## src/hdl/sapq_pkg.sv

```systemverilog
package sapq_pkg;

    // payload widths
    localparam int KEY_W    = 16;
    localparam int TAG_W    = 10;
    localparam int STATUS_W = 2;
    localparam int FILL_W   = 5;

    // request kinds
    localparam logic KIND_INSERT = 1'b0;
    localparam logic KIND_POP    = 1'b1;

    // response status codes
    typedef enum logic [STATUS_W-1:0] {
        ST_DONE     = 2'd0,
        ST_OVERFLOW = 2'd1,
        ST_EMPTY    = 2'd2
    } t_status;

    // controller states
    typedef enum logic [2:0] {
        S_IDLE = 3'b001,
        S_CMP  = 3'b010,
        S_UPD  = 3'b100
    } t_state;

    // commands from controller to datapath
    typedef struct packed {
        logic load;
        logic compare;
        logic update;
    } t_cmd;

endpackage

```

## src/hdl/sapq_in_if.sv

```systemverilog
interface sapq_in_if;

    logic                       valid;
    logic                       ready;
    logic                       kind;
    logic [sapq_pkg::KEY_W-1:0] key;
    logic [sapq_pkg::TAG_W-1:0] tag;

    modport source (output valid, output kind, output key, output tag, input ready);
    modport sink   (input valid, input kind, input key, input tag, output ready);

endinterface

```

## src/hdl/sapq_out_if.sv

```systemverilog
interface sapq_out_if;

    logic                          valid;
    logic                          ready;
    logic [sapq_pkg::STATUS_W-1:0] status;
    logic [sapq_pkg::KEY_W-1:0]    out_key;
    logic [sapq_pkg::TAG_W-1:0]    out_tag;
    logic [sapq_pkg::FILL_W-1:0]   fill;

    modport source (output valid, output status, output out_key, output out_tag,
                    output fill, input ready);
    modport sink   (input valid, input status, input out_key, input out_tag,
                    input fill, output ready);

endinterface

```

## src/hdl/sorted_array_priority_queue.sv

```systemverilog
// Bounded min-priority queue held as a sorted row of DEPTH slots.
// Request channel i_req: kind 0 inserts (key, tag) ahead of the first stored
// entry whose key is greater or equal, so the newest of equal keys leaves
// first; kind 1 pops the entry with the smallest key.
// Response channel o_rsp: one response per request with status (done,
// overflow on insert when full, empty on pop when empty), the popped key and
// tag (zero otherwise) and the fill level after the request.
// Each request is captured, compared against all slots in parallel, then
// applied by shifting the row and writing the response register; a new
// request is accepted only after the previous one has left its update step.
// The response register frees the request side: a new request is accepted
// while the previous response still waits. If the receiver stalls, the next
// request waits in its update step until the pending response is taken.
// Reset (synchronous, active low) empties the queue and drops any pending
// response; slot contents are not cleared.
module sorted_array_priority_queue #(
    parameter int DEPTH = 16
) (
    input  logic        i_clk,
    input  logic        i_rst_n,
    sapq_in_if.sink     i_req,
    sapq_out_if.source  o_rsp
);

    sapq_pkg::t_cmd cmd;

    sapq_ctrl u_ctrl (
        .i_clk       (i_clk),
        .i_rst_n     (i_rst_n),
        .i_in_valid  (i_req.valid),
        .o_in_ready  (i_req.ready),
        .o_out_valid (o_rsp.valid),
        .i_out_ready (o_rsp.ready),
        .o_cmd       (cmd)
    );

    sapq_dp #(
        .DEPTH (DEPTH)
    ) u_dp (
        .i_clk     (i_clk),
        .i_rst_n   (i_rst_n),
        .i_cmd     (cmd),
        .i_kind    (i_req.kind),
        .i_key     (i_req.key),
        .i_tag     (i_req.tag),
        .o_status  (o_rsp.status),
        .o_out_key (o_rsp.out_key),
        .o_out_tag (o_rsp.out_tag),
        .o_fill    (o_rsp.fill)
    );

`ifndef NO_ASSERTIONS
    // an accepted request is compared in the following cycle
    a_accept_then_cmp: assert property (@(posedge i_clk) disable iff (!i_rst_n)
        (i_req.valid && i_req.ready) |=> cmd.compare)
        else $error("accepted request not followed by compare");

    // no new request while compare result is being applied
    a_cmp_blocks_req: assert property (@(posedge i_clk) disable iff (!i_rst_n)
        cmd.compare |=> !i_req.ready)
        else $error("request accepted during update step");

    // update never overwrites a response that is not being taken
    a_no_overwrite: assert property (@(posedge i_clk) disable iff (!i_rst_n)
        cmd.update |-> (!o_rsp.valid || o_rsp.ready))
        else $error("pending response overwritten");

    // every update presents a response
    a_update_resp: assert property (@(posedge i_clk) disable iff (!i_rst_n)
        cmd.update |=> o_rsp.valid)
        else $error("update without response");
`endif

endmodule

```

## src/hdl/sapq_ctrl.sv

```systemverilog
module sapq_ctrl (
    input  logic           i_clk,
    input  logic           i_rst_n,
    input  logic           i_in_valid,
    output logic           o_in_ready,
    output logic           o_out_valid,
    input  logic           i_out_ready,
    output sapq_pkg::t_cmd o_cmd
);

    sapq_pkg::t_state r_state;
    sapq_pkg::t_state n_state;
    logic             r_out_valid;
    logic             n_out_valid;
    logic             upd_go;

    // update may run once the response register is free or being drained
    assign upd_go = (r_state == sapq_pkg::S_UPD) && (!r_out_valid || i_out_ready);

    // handshake and commands
    assign o_in_ready    = (r_state == sapq_pkg::S_IDLE);
    assign o_out_valid   = r_out_valid;
    assign o_cmd.load    = i_in_valid && o_in_ready;
    assign o_cmd.compare = (r_state == sapq_pkg::S_CMP);
    assign o_cmd.update  = upd_go;

    // next state
    always_comb begin
        n_state = r_state;
        case (r_state)
            sapq_pkg::S_IDLE: begin
                if (i_in_valid) begin
                    n_state = sapq_pkg::S_CMP;
                end
            end
            sapq_pkg::S_CMP: begin
                n_state = sapq_pkg::S_UPD;
            end
            sapq_pkg::S_UPD: begin
                if (upd_go) begin
                    n_state = sapq_pkg::S_IDLE;
                end
            end
            default: begin
                n_state = sapq_pkg::S_IDLE;
            end
        endcase
    end

    // response valid flag
    always_comb begin
        n_out_valid = r_out_valid;
        if (upd_go) begin
            n_out_valid = 1'b1;
        end else if (r_out_valid && i_out_ready) begin
            n_out_valid = 1'b0;
        end
    end

    always_ff @(posedge i_clk) begin
        if (!i_rst_n) begin
            r_state     <= sapq_pkg::S_IDLE;
            r_out_valid <= 1'b0;
        end else begin
            r_state     <= n_state;
            r_out_valid <= n_out_valid;
        end
    end

endmodule

```

## src/hdl/sapq_dp.sv

```systemverilog
module sapq_dp #(
    parameter int DEPTH = 16
) (
    input  logic                          i_clk,
    input  logic                          i_rst_n,
    input  sapq_pkg::t_cmd                i_cmd,
    input  logic                          i_kind,
    input  logic [sapq_pkg::KEY_W-1:0]    i_key,
    input  logic [sapq_pkg::TAG_W-1:0]    i_tag,
    output logic [sapq_pkg::STATUS_W-1:0] o_status,
    output logic [sapq_pkg::KEY_W-1:0]    o_out_key,
    output logic [sapq_pkg::TAG_W-1:0]    o_out_tag,
    output logic [sapq_pkg::FILL_W-1:0]   o_fill
);

    localparam int CNT_W = $clog2(DEPTH + 1);

    // sorted entry row, slot 0 holds the smallest key
    logic [sapq_pkg::KEY_W-1:0] r_key_a [DEPTH];
    logic [sapq_pkg::TAG_W-1:0] r_tag_a [DEPTH];
    logic [sapq_pkg::KEY_W-1:0] n_key_a [DEPTH];
    logic [sapq_pkg::TAG_W-1:0] n_tag_a [DEPTH];
    logic [CNT_W-1:0]           r_occ;
    logic [CNT_W-1:0]           n_occ;

    // captured request
    logic                       r_kind;
    logic [sapq_pkg::KEY_W-1:0] r_in_key;
    logic [sapq_pkg::TAG_W-1:0] r_in_tag;

    // per slot: at or behind the insertion point
    logic [DEPTH-1:0]           r_at;
    logic [DEPTH-1:0]           n_at;

    // response register
    sapq_pkg::t_status          r_status;
    sapq_pkg::t_status          n_status;
    logic [sapq_pkg::KEY_W-1:0] r_out_key;
    logic [sapq_pkg::KEY_W-1:0] n_out_key;
    logic [sapq_pkg::TAG_W-1:0] r_out_tag;
    logic [sapq_pkg::TAG_W-1:0] n_out_tag;
    logic [sapq_pkg::FILL_W-1:0] r_fill;

    logic full;
    logic empty;
    logic do_ins;
    logic do_pop;

    assign full   = (r_occ == CNT_W'(DEPTH));
    assign empty  = (r_occ == '0);
    assign do_ins = i_cmd.update && (r_kind == sapq_pkg::KIND_INSERT) && !full;
    assign do_pop = i_cmd.update && (r_kind == sapq_pkg::KIND_POP) && !empty;

    // parallel compare of every slot against the new key
    always_comb begin
        for (int j = 0; j < DEPTH; j++) begin
            n_at[j] = (CNT_W'(j) >= r_occ) || (r_in_key <= r_key_a[j]);
        end
    end

    // slot cells: hold, take the new entry, or take a neighbor
    genvar g;
    generate
        for (g = 0; g < DEPTH; g++) begin : g_cell
            logic prev_at;
            if (g == 0) begin : g_head
                assign prev_at = 1'b0;
            end else begin : g_body
                assign prev_at = r_at[g-1];
            end

            always_comb begin
                n_key_a[g] = r_key_a[g];
                n_tag_a[g] = r_tag_a[g];
                if (do_pop) begin
                    if (g < DEPTH - 1) begin
                        n_key_a[g] = r_key_a[(g + 1) % DEPTH];
                        n_tag_a[g] = r_tag_a[(g + 1) % DEPTH];
                    end
                end else if (do_ins) begin
                    if (prev_at) begin
                        n_key_a[g] = r_key_a[(g + DEPTH - 1) % DEPTH];
                        n_tag_a[g] = r_tag_a[(g + DEPTH - 1) % DEPTH];
                    end else if (r_at[g]) begin
                        n_key_a[g] = r_in_key;
                        n_tag_a[g] = r_in_tag;
                    end
                end
            end
        end
    endgenerate

    // occupancy and response
    always_comb begin
        n_occ     = r_occ;
        n_status  = sapq_pkg::ST_DONE;
        n_out_key = '0;
        n_out_tag = '0;
        if (r_kind == sapq_pkg::KIND_POP) begin
            if (empty) begin
                n_status = sapq_pkg::ST_EMPTY;
            end else begin
                n_out_key = r_key_a[0];
                n_out_tag = r_tag_a[0];
                n_occ     = r_occ - CNT_W'(1);
            end
        end else begin
            if (full) begin
                n_status = sapq_pkg::ST_OVERFLOW;
            end else begin
                n_occ = r_occ + CNT_W'(1);
            end
        end
    end

    always_ff @(posedge i_clk) begin
        if (!i_rst_n) begin
            r_occ <= '0;
        end else if (i_cmd.update) begin
            r_occ <= n_occ;
        end
    end

    // payload registers
    always_ff @(posedge i_clk) begin
        if (i_cmd.load) begin
            r_kind   <= i_kind;
            r_in_key <= i_key;
            r_in_tag <= i_tag;
        end
        if (i_cmd.compare) begin
            r_at <= n_at;
        end
        for (int j = 0; j < DEPTH; j++) begin
            r_key_a[j] <= n_key_a[j];
            r_tag_a[j] <= n_tag_a[j];
        end
        if (i_cmd.update) begin
            r_status  <= n_status;
            r_out_key <= n_out_key;
            r_out_tag <= n_out_tag;
            r_fill    <= sapq_pkg::FILL_W'(n_occ);
        end
    end

    assign o_status  = r_status;
    assign o_out_key = r_out_key;
    assign o_out_tag = r_out_tag;
    assign o_fill    = r_fill;

endmodule

```

## src/flat_wrapper.sv

```systemverilog
// flat-port wrapper written by rule: the top's interface ports become plain ports
module sorted_array_priority_queue_flat 
#(
    parameter int DEPTH = 16
)
  (i_clk, i_rst_n, i_req_valid, i_req_kind, i_req_key, i_req_tag, i_req_ready, o_rsp_valid, o_rsp_status, o_rsp_out_key, o_rsp_out_tag, o_rsp_fill, o_rsp_ready);
  sapq_in_if i_req_i ();
  sapq_out_if o_rsp_i ();
  input  logic i_clk;
  input  logic i_rst_n;
  input wire logic [$bits(i_req_i.valid)-1:0] i_req_valid;
  input wire logic [$bits(i_req_i.kind)-1:0] i_req_kind;
  input wire logic [$bits(i_req_i.key)-1:0] i_req_key;
  input wire logic [$bits(i_req_i.tag)-1:0] i_req_tag;
  output wire logic [$bits(i_req_i.ready)-1:0] i_req_ready;
  output wire logic [$bits(o_rsp_i.valid)-1:0] o_rsp_valid;
  output wire logic [$bits(o_rsp_i.status)-1:0] o_rsp_status;
  output wire logic [$bits(o_rsp_i.out_key)-1:0] o_rsp_out_key;
  output wire logic [$bits(o_rsp_i.out_tag)-1:0] o_rsp_out_tag;
  output wire logic [$bits(o_rsp_i.fill)-1:0] o_rsp_fill;
  input wire logic [$bits(o_rsp_i.ready)-1:0] o_rsp_ready;
  assign i_req_i.valid = i_req_valid;
  assign i_req_i.kind = i_req_kind;
  assign i_req_i.key = i_req_key;
  assign i_req_i.tag = i_req_tag;
  assign i_req_ready = i_req_i.ready;
  assign o_rsp_valid = o_rsp_i.valid;
  assign o_rsp_status = o_rsp_i.status;
  assign o_rsp_out_key = o_rsp_i.out_key;
  assign o_rsp_out_tag = o_rsp_i.out_tag;
  assign o_rsp_fill = o_rsp_i.fill;
  assign o_rsp_i.ready = o_rsp_ready;
  sorted_array_priority_queue #(.DEPTH(DEPTH)) u_core (.i_clk(i_clk), .i_rst_n(i_rst_n), .i_req(i_req_i), .o_rsp(o_rsp_i));
endmodule
```

## config.mk

```make
export PLATFORM = sky130hd
export DESIGN_NAME = sorted_array_priority_queue_flat
export DESIGN_NICKNAME = d
export VERILOG_FILES = /design/src/hdl/sapq_pkg.sv /design/src/hdl/sapq_in_if.sv /design/src/hdl/sapq_out_if.sv /design/src/hdl/sorted_array_priority_queue.sv /design/src/hdl/sapq_ctrl.sv /design/src/hdl/sapq_dp.sv /design/src/flat_wrapper.sv
export SDC_FILE = /design/constraint.sdc
export NUM_CORES = 1
export LEC_CHECK = 0
export ABC_AREA = 1
export BUFFER_PORTS_ARGS = -buffer_cell sky130_fd_sc_hd__buf_2
export CORE_MARGIN = 2
export CORE_UTILIZATION = 47
export CTS_CLUSTER_DIAMETER = 80
export DETAILED_ROUTE_END_ITERATION = 10
export SETUP_SLACK_MARGIN = 0.2
export SLEW_MARGIN = 20
export SYNTH_ARGS = -nofsm -noshare
export SYNTH_HDL_FRONTEND = slang
export SYNTH_HIERARCHICAL = 1
export SYNTH_SLANG_ARGS = --single-unit
```

## constraint.sdc

```tcl
create_clock -name i_clk -period 5.4 [get_ports i_clk]
set_clock_uncertainty 0.2 [all_clocks]
set_input_delay 0 -clock i_clk [delete_from_list [all_inputs] [get_ports i_clk]]
set_output_delay 0 -clock i_clk [all_outputs]
set_load 0.01 [all_outputs]
```

Yosys cells after proc, flatten, opt, wreduce, memory -nomap -nowiden
Memories as Yosys holds them, arrays and structs flattened.
Cells that the tools add are included.

storage, ports and cells
  register bits = 85
  latch bits = 0
  RAM bits = 416
  ROM bits = 0
  word-level logic and storage cells = 222
  memories kept = 2

memories
  name                 words  bits a word  read ports  clocked after memory_dff  write ports  RTL line       source
  u_core.u_dp.r_key_a  16     16           16          0                         16           sapq_dp.sv:19  logic [sapq_pkg::KEY_W-1:0] r_key_a [DEPTH];
  u_core.u_dp.r_tag_a  16     10           16          0                         16           sapq_dp.sv:20  logic [sapq_pkg::TAG_W-1:0] r_tag_a [DEPTH];

operators by class
  add/sub/neg operators = 2
  multipliers = 0
  div/mod/pow operators = 0
  magnitude comparators = 32
  equal/unequal tests = 6
  shift-type cells = 0
  mux-type cells = 137
  bitwise operators = 1
  reduce and logical (&&, ||, !) cells = 31

operators with widths
  operator                                                          count
  2-to-1 mux 16 bit                                                 63
  2-to-1 mux 10 bit                                                 63
  less-or-equal comparator 16 bit                                   16
  greater-or-equal comparator 4 x 5 -> 1 bit, first input constant  8
  greater-or-equal comparator 3 x 5 -> 1 bit, first input constant  4
  logical OR 1 bit                                                  17
  2-to-1 mux 5 bit                                                  3
  greater-or-equal comparator 1 x 5 -> 1 bit, first input constant  2
  greater-or-equal comparator 2 x 5 -> 1 bit, first input constant  2
  one-hot mux 3 bit (3 select lines)                                1
  logical AND 1 bit                                                 7
  2-to-1 mux 3 bit                                                  2
  adder 5 x 1 -> 5 bit, second input constant                       1
  == test 5 bit, second input constant                              1
  logical NOT 5 bit                                                 1
  subtractor 5 x 1 -> 5 bit, second input constant                  1
  2-to-1 mux 2 bit                                                  2
  != test 2 bit, second input constant                              2
  == test 3 x 1 -> 1 bit, second input constant                     1
  == test 3 x 2 -> 1 bit, second input constant                     1
  == test 3 bit, second input constant                              1
  logical NOT 1 bit                                                 3
  2-to-1 mux 1 bit                                                  3
  AND reduction 2 bit                                               1
  3 further kinds                                                   3

Logic depth before layout (Yosys ltp)
Gate-level depths: netlist of the first run.

  word-level depth = 7
  depth in mapped cells = 12
  gate-level depth less buffers = 12

By module
Netlist of the first run, hierarchy kept.

by module, submodules not included
  module     instances  cells an instance  area an instance (sq um)  sequential area each (sq um)
  sapq_dp    1          3,424              30,327.8                  14,874.3
  sapq_ctrl  1          33                 216.5                     80.1

Least setup slack after synthesis of the first run
OpenSTA, ideal clock, no wires.

  path type = reg-to-reg
  start point = reg, netlist name u_core/u_ctrl/r_state[1]
  end point = mem u_core/u_dp/r_key_a[0][0] (netlist bit) (enable)
  arrival time = 3.194 ns
  required time = 4.755 ns
  path slack = 1.560 ns
  stages on the path, launching flop included = 8
  path buffers = 2
  period minus slack after synthesis = 3.840 ns
  cells stage by stage = dfxtp_1 > nor2_1 > nand2_1 > nor2_1 > buf_4 > clkbuf_1 > nand3_1 > o21ai_0

RTL lines
  item              RTL line
  end: declaration  sapq_dp.sv:19

==> results of run 1 <==
==> per-stage QoR <==
step / setup slack, ns / utilization [%] / hold WS, ns / cells / total power, mW
6_report: 1.62 / 52.4 / 0.0559 / 4363 / 8.78
5_1_grt: 1.45 / 52.4 / 0.0676 / 4362 / 9.06
4_1_cts: 1.64 / 52.4 / 0.0349 / 4362 / 8.83
3_5_place_dp: 1.68 / 48.8 / -0.0219 / 4204 / 5.11
3_3_place_gp: 1.75 / 48.8 / -0.0234 / 4204 / 5.07
2_1_floorplan: 1.56 / - / -0.101 / 3457 / 4.87
==> final cells by class <==
class,count,area (sq um),share of cell area (%)
tap,855,1070,3.18
inverter,389,1460,4.33
clock buffer,70,1480,4.38
sequential,501,15000,44.4
multi-input combinational,2339,13100,38.9
antenna,1,2.50,0.00743
timing repair buffer,178,1360,4.03
clock inverter,30,250,0.743
==> placed cells by master, fill, tap and decap left out, types with 3 or more instances in the layout <==
cell	netlist	routed
dlygate4sd3_1	0	58
nand4_1	17	17
clkbuf_16	0	57
xor2_1	3	3
nor2_2	2	3
ha_1	261	261
clkinv_1	0	14
clkinv_2	0	10
a31oi_1	167	154
inv_1	389	389
clkbuf_1	154	13
buf_12	0	3
nand2_1	906	906
o21ai_0	262	260
o211ai_1	211	211
bufinv_16	0	4
edfxtp_1	492	492
nor2_1	318	315
dfxtp_1	9	9
nor3_1	3	3
a21o_1	16	16
o21a_1	4	4
a31oi_4	0	3
buf_4	20	52
a31oi_2	0	10
nand3_1	31	31
nor2_4	1	3
a21oi_1	131	131
buf_2	30	65
==> how the worst max path moves through the flow <==
| stage | slack (ns) | from | to |
|---|---|---|---|
| after CTS | 1.64 | u_core/u_dp/r_occ[0] | u_core/u_dp/r_key_a[0][52] |
| after floorplan | 1.56 | u_core/u_ctrl/r_state[1] | u_core/u_dp/r_key_a[0][0] |
| after global routing | 1.45 | u_core/u_dp/r_occ[0] | u_core/u_dp/r_key_a[0][53] |
| final | 1.62 | u_core/u_dp/r_occ[0] | u_core/u_dp/r_key_a[0][53] |
| after global placement | 1.75 | u_core/u_dp/r_occ[0] | u_core/u_dp/r_key_a[0][22] |
| after detailed placement | 1.68 | u_core/u_dp/r_occ[0] | u_core/u_dp/r_key_a[0][51] |
==> flip-flops by register name, summed over array words and instances, names as in the netlist <==
signal and cells:
u_core/u_ctrl/o_out_valid 1, u_core/u_ctrl/r_state 3, u_core/u_dp/o_fill 5, u_core/u_dp/o_out_key 16, u_core/u_dp/o_out_tag 10, u_core/u_dp/o_status 2, u_core/u_dp/r_at 16, u_core/u_dp/r_in_key 16
u_core/u_dp/r_in_tag 10, u_core/u_dp/r_key_a 256, u_core/u_dp/r_kind 1, u_core/u_dp/r_occ 5, u_core/u_dp/r_tag_a 160
==> power by group <==
part	internal, mW	total (mW)	switching (mW)	leakage, nW
Combinational	0.269	0.727	0.458	9.01
Sequential	4.29	4.34	0.0566	4.51
Clock	2.11	3.71	1.60	0.845
Total	6.67	8.78	2.11	14.4
==> worst max-delay path: stages (launching register included) <==
cell and delay [ns]:
dfxtp_1 0.47, inv_1 0.20, ha_1 0.28, inv_1 0.11
nor2_1 0.06, nand2_2 0.12, nand2_1 0.09, nand2_1 0.11
nand2_1 0.60, a31oi_4 1.14
==> repair_timing <==
action,in CTS,in global routing
endpoints found under the hold margin,63,0
hold buffers,58,0
endpoints found under the setup margin,0,0
==> synthesized netlist by cell type <==
| library cell | number |
|---|---|
| dfxtp_1 | 9 |
| a21o_1 | 16 |
| ha_1 | 261 |
| xor2_1 | 3 |
| nor2_1 | 318 |
| inv_1 | 389 |
| nor3_1 | 3 |
| edfxtp_1 | 492 |
| nand3_2 | 2 |
| a41oi_1 | 1 |
| nand4_1 | 17 |
| nor2_4 | 1 |
| nand2_2 | 2 |
| o21a_1 | 4 |
| o21bai_1 | 1 |
| nor2_2 | 2 |
| a21oi_1 | 131 |
| buf_4 | 20 |
| buf_6 | 24 |
| nand2_1 | 906 |
| nand3_1 | 31 |
| o21ai_0 | 262 |
| a31oi_1 | 167 |
| o211ai_1 | 211 |
| buf_2 | 30 |
| clkbuf_1 | 154 |
==> metal layers <==
layer / vias to the layer above / track usage [%] / part of all wire, %
met3: 156 / 3.23 / 6.0
met4: 0 / 9.83 / 3.6
met5: - / 0 / 0
met1: 11941 / 34.6 / 43
li1: 11886 / - / -
met2: 848 / 43.5 / 47
==> cell families after synthesis <==
group	Yosys count	share of synthesized area, %
adder cells (fa/ha/maj)	261	10.7
AO/OA/AOI/OAI	793	15.6
XOR/XNOR	3	0.0860
buffers and inverters	617	8.54
AND/OR/NAND/NOR	1282	16.1
flip-flops	501	49.0
==> qor.yml, run 1 <==
drcViolationCount: 0
grt_pass1_wl_microns: 136000
dieWidth_microns: 259
initial_core_util_pct: 47.5
core-area_sq_um: 64300
timing.rr.start: "u_core/u_dp/r_occ[0]"
worstPathRequired_ns: 5.43
drive_above_1_share_pct: 6.22
r2r_cells: 9
cp-start-kind: "flop"
placementRows: 93
min_to: "u_core/u_ctrl/r_state[2]"
syn2layout_area_growth_pct: 10.3
avgSynthCellArea_sq_um: 8.84
ys_seq_area_share_pct: 49.0
first_pass_iters: 6
ys_types: 26
io_buffers: 65
syn_area_sq_um: 30500
nFillCells: 5883
vias: 24831
synth_cells: 3457
critical_path.max_fanout: 26
min_period_over_period_pct: 69.9
cts_tree: "done"
postRouteAntennaNets: 0
clk_pin_slew_worst_paths_ns: 0.06
wirelength_microns: 88700
pwr_density_cell_nw_per_um2: 261
critPathKind: "flop to flop"
syn-num-nets: 3749
grt_max_degree: 227
wl_per_cell_microns: 20.3
viasPerCell: 5.69
drtIter0Drc: 2271
status: "complete, no violations"
final_hold_viol_count: 0
fin_area_sq_um: 33700
setup_viol: 0
nNetsFinal: 3757
max_slew_margin_pct: 27.1
r2r_end: "u_core/u_dp/r_key_a[0][53]"
grt_pass1_vias: 23956
die_y_microns: 259
die_area_sq_um: 67000
grt_usage_pct: 26.0
cts_num_sinks: 501
synth_seq_cells: 501
min_path_cells: 5
netlist.area_leader.share_pct: 48.4
grt_overflow_total: 0
cts_resized: 0
finalCriticalPeriod_ns: 3.78
insertion_delay_ns: 0.62
dp_hpwl_microns: 62400
cts_buffers: 56
post-cts-setup-buffer-count: 0
rsz0062_at_grt: "false"
irDropWorstVdd_v: 0.000264
min_from: "o_rsp_ready"
htree_num_levels: 2
ios: 66
fmaxAchievable_mhz: 265
root_buffer: "clkbuf_16"
drv_cap: 0
leakagePower_nw: 14.4
hp-class: "input pin to flop"
ff2ff_setup_slack_ns: 1.62
antenna_found_initial: 1
synth_area_leaders: "edfxtp_1 (48%), nand2_1 (11%), ha_1 (11%)"
tns_ns: 0
clock_path_buffers: 3
synth_warnings: 6
critPathArrivalTime_ns: 3.80
placed_cell_area_sq_um: 31400
worstSetupEndpointType: "flop"
place.gp.congestion: 0.896
yosys.area.top_type: "edfxtp_1"
finalMaxSlewViolations: 0
worstMarginPinSlew_ns: 1.09
Note: power is estimated with default switching activity, not from simulation.
==> run 2, diff against run 1 <==
--- a/config.mk
+++ b/config.mk
@@ -11,6 +11,7 @@
 export CORE_UTILIZATION = 47
 export CTS_CLUSTER_DIAMETER = 80
 export DETAILED_ROUTE_END_ITERATION = 10
+export PLACE_DENSITY = 0.65
 export SETUP_SLACK_MARGIN = 0.2
 export SLEW_MARGIN = 20
 export SYNTH_ARGS = -nofsm -noshare
==> constraint.sdc (replaced) <==
create_clock -name i_clk -period 3.1 [get_ports i_clk]
set_clock_uncertainty 0.2 [all_clocks]
set_input_delay 0 -clock i_clk [delete_from_list [all_inputs] [get_ports i_clk]]
set_output_delay 0 -clock i_clk [all_outputs]
set_load 0.01 [all_outputs]
==> qor.yml, run 2 (same netlist as run 1, synthesis figures left out) <==
final_hold_viol_count: 0  # unchanged
finalCriticalPeriod_ns: 2.74  # was 3.78 ns
holdWs_ns: 0.0356  # was 0.0559 ns
cts_tree: "done"  # unchanged
first_pass_iters: 6  # unchanged
fmaxAchievable_mhz: 365  # was 265 MHz
cts_buffers: 55  # was 56
hp-class: "input pin to flop"  # unchanged
vias: 24252  # was 24831
min_path_cells: 4  # was 5
syn2layout_area_growth_pct: 12.5  # was 10.3%
drv_cap: 0  # unchanged
dp.cells: 4255  # was 4204
worstSetupEndpointType: "flop"  # unchanged
io_buffers: 65  # unchanged
setup_viol: 0  # unchanged
path_buf_inv: 2  # unchanged
wl_per_cell_microns: 18.4  # was 20.3 microns
irDropWorstVdd_v: 0.000434  # was 0.000264 V
critPathArrivalTime_ns: 2.78  # was 3.80 ns
placementRows: 93  # unchanged
crit_slowest_cell: "a31oi_4"  # unchanged
viasPerCell: 5.48  # was 5.69
die_y_microns: 259  # unchanged
most-common-layout-cells: "nand2_1 (906), edfxtp_1 (492), inv_1 (389)"  # unchanged
pwr_density_cell_nw_per_um2: 440  # was 261 nW/um^2
nNetsFinal: 3814  # was 3757
place.gp.congestion: 0.897  # was 0.896
htree_num_levels: 2  # unchanged
antenna_found_initial: 2  # was 1
path_cells: "inv_1, ha_1, inv_1, nor2_1, nand2_2, nand2_1, nand2_1, nand2_1, a31oi_4"  # unchanged
largest_reg_flops: 256  # unchanged
min_period_over_period_pct: 88.3  # was 69.9%
ios: 66  # unchanged
top_regs: "u_core/u_dp/r_key_a: 256 flops, u_core/u_dp/r_tag_a: 160 flops"  # unchanged
max_slew_margin_pct: 36.7  # was 27.1%
cp-start-kind: "flop"  # unchanged
clock_path_buffers: 3  # unchanged
core-area_sq_um: 64300  # unchanged
critPathKind: "flop to flop"  # unchanged
finalMaxSlewViolations: 0  # unchanged
grt_pass1_vias: 23147  # was 23956
power_mw: 15.1  # was 8.78 mW
grt_usage_pct: 24.4  # was 26.0%
final_common_cell: "nand2_1"  # unchanged
insertion_delay_ns: 0.64  # was 0.62 ns
rsz0062_at_grt: "true"  # was false
drcViolationCount: 0  # unchanged
grt_overflow_total: 0  # unchanged
leakagePower_nw: 14.7  # was 14.4 nW
die_area_sq_um: 67000  # unchanged
clk_pin_slew_worst_paths_ns: 0.06  # about the same
wirelength_microns: 81300  # was 88700 microns
drtIter0Drc: 2277  # was 2271
root_buffer: "clkbuf_16"  # unchanged
path_common_cell: "nand2_1"  # unchanged
worst-path-stages: 9  # unchanged
slowest_delay_ns: 0.80  # was 1.14 ns
worstPathRequired_ns: 3.15  # was 5.43 ns
cts_num_sinks: 501  # unchanged
dp_hpwl_microns: 58100  # was 62400 microns
r2r_cells: 9  # unchanged
postRouteAntennaNets: 0  # unchanged
initial_core_util_pct: 47.5  # unchanged
crit_family: "compound AO/OA/AOI/OAI gates"  # unchanged
largest-register: "u_core/u_dp/r_key_a"  # unchanged
critical_path.max_fanout: 26  # unchanged
stdcell_count: 4424  # was 4363
dieWidth_microns: 259  # unchanged
worstMarginPinSlew_ns: 0.949  # was 1.09 ns
status: "complete, no violations"  # unchanged
grt_max_degree: 130  # was 227
grt_pass1_wl_microns: 129000  # was 136000 microns
drive_above_1_share_pct: 7.74  # was 6.22%
run 2: cell count changes in the layout (fill, tap and decap cells not counted), sizes merged:
cell         before  now
dlygate4sd3      58   60
bufinv            4    2
inv             390  391
clkinvlp          1    0
buf             120  176
diode             1    2
clkinv           24   31
clkbuf           70   67
run 2: final cells by class:
type	instances	area [sq um]
clock inverter	35	254
multi-input combinational	2339	13200
sequential	501	15000
inverter	389	1460
fill	5830	30000
antenna	2	5.00
clock buffer	67	1420
timing repair buffer	236	1980
tap	855	1070
run 2: power breakdown:
group | switching [mW] | internal, mW
combinational | 0.752 | 0.512
sequential | 0.124 | 7.46
clock | 2.82 | 3.43
run 2: final timing paths:
path | from | to | slack, ns
setup / recovery | u_core/u_dp/r_occ[1] | u_core/u_dp/r_key_a[0][105] | 0.36
hold / removal | i_rst_n | u_core/u_ctrl/r_state[2] | 0.04
hold reg to reg | u_core/u_ctrl/r_state[1] | u_core/u_ctrl/r_state[2] | 0.34
setup reg to reg | u_core/u_dp/r_occ[1] | u_core/u_dp/r_key_a[0][105] | 0.36
run 2: repair_timing:
| action | CTS | global route |
|---|---|---|
| setup buffers | 0 | 5 |
| endpoints found under the setup margin | 0 | 120 |
| hold endpoints to repair | 84 | 0 |
| hold buffers | 60 | 0 |
| gates resized for setup | 0 | 1 |
run 2: routing by layer:
metal  vias up  part of all wire (%)  GRT usage [%]
li1      12009                     -              -
met5         -                     0              0
met3       106                   8.0           4.44
met2       794                    43           37.2
met1     11343                    47           35.7
met4         0                   2.4           6.54
run 2: per-stage QoR:
stage	setup TNS (ns)	cell area (sq um)	setup slack (ns)	utilization (%)
5_1_grt	0	34300	0.177	53.4
3_5_place_dp	0	32000	0.333	49.8
6_report	0	34300	0.363	53.4
4_1_cts	0	34300	0.315	53.3
2_1_floorplan	-0.0592	30700	-0.00117	-
3_3_place_gp	0	32000	0.370	49.8
run 2: tightest hold or removal path, stage by stage:
cell	delay [ns]
dlygate4sd3_1	0.53
buf_2	0.15
inv_1	0.09
a21oi_1	0.04
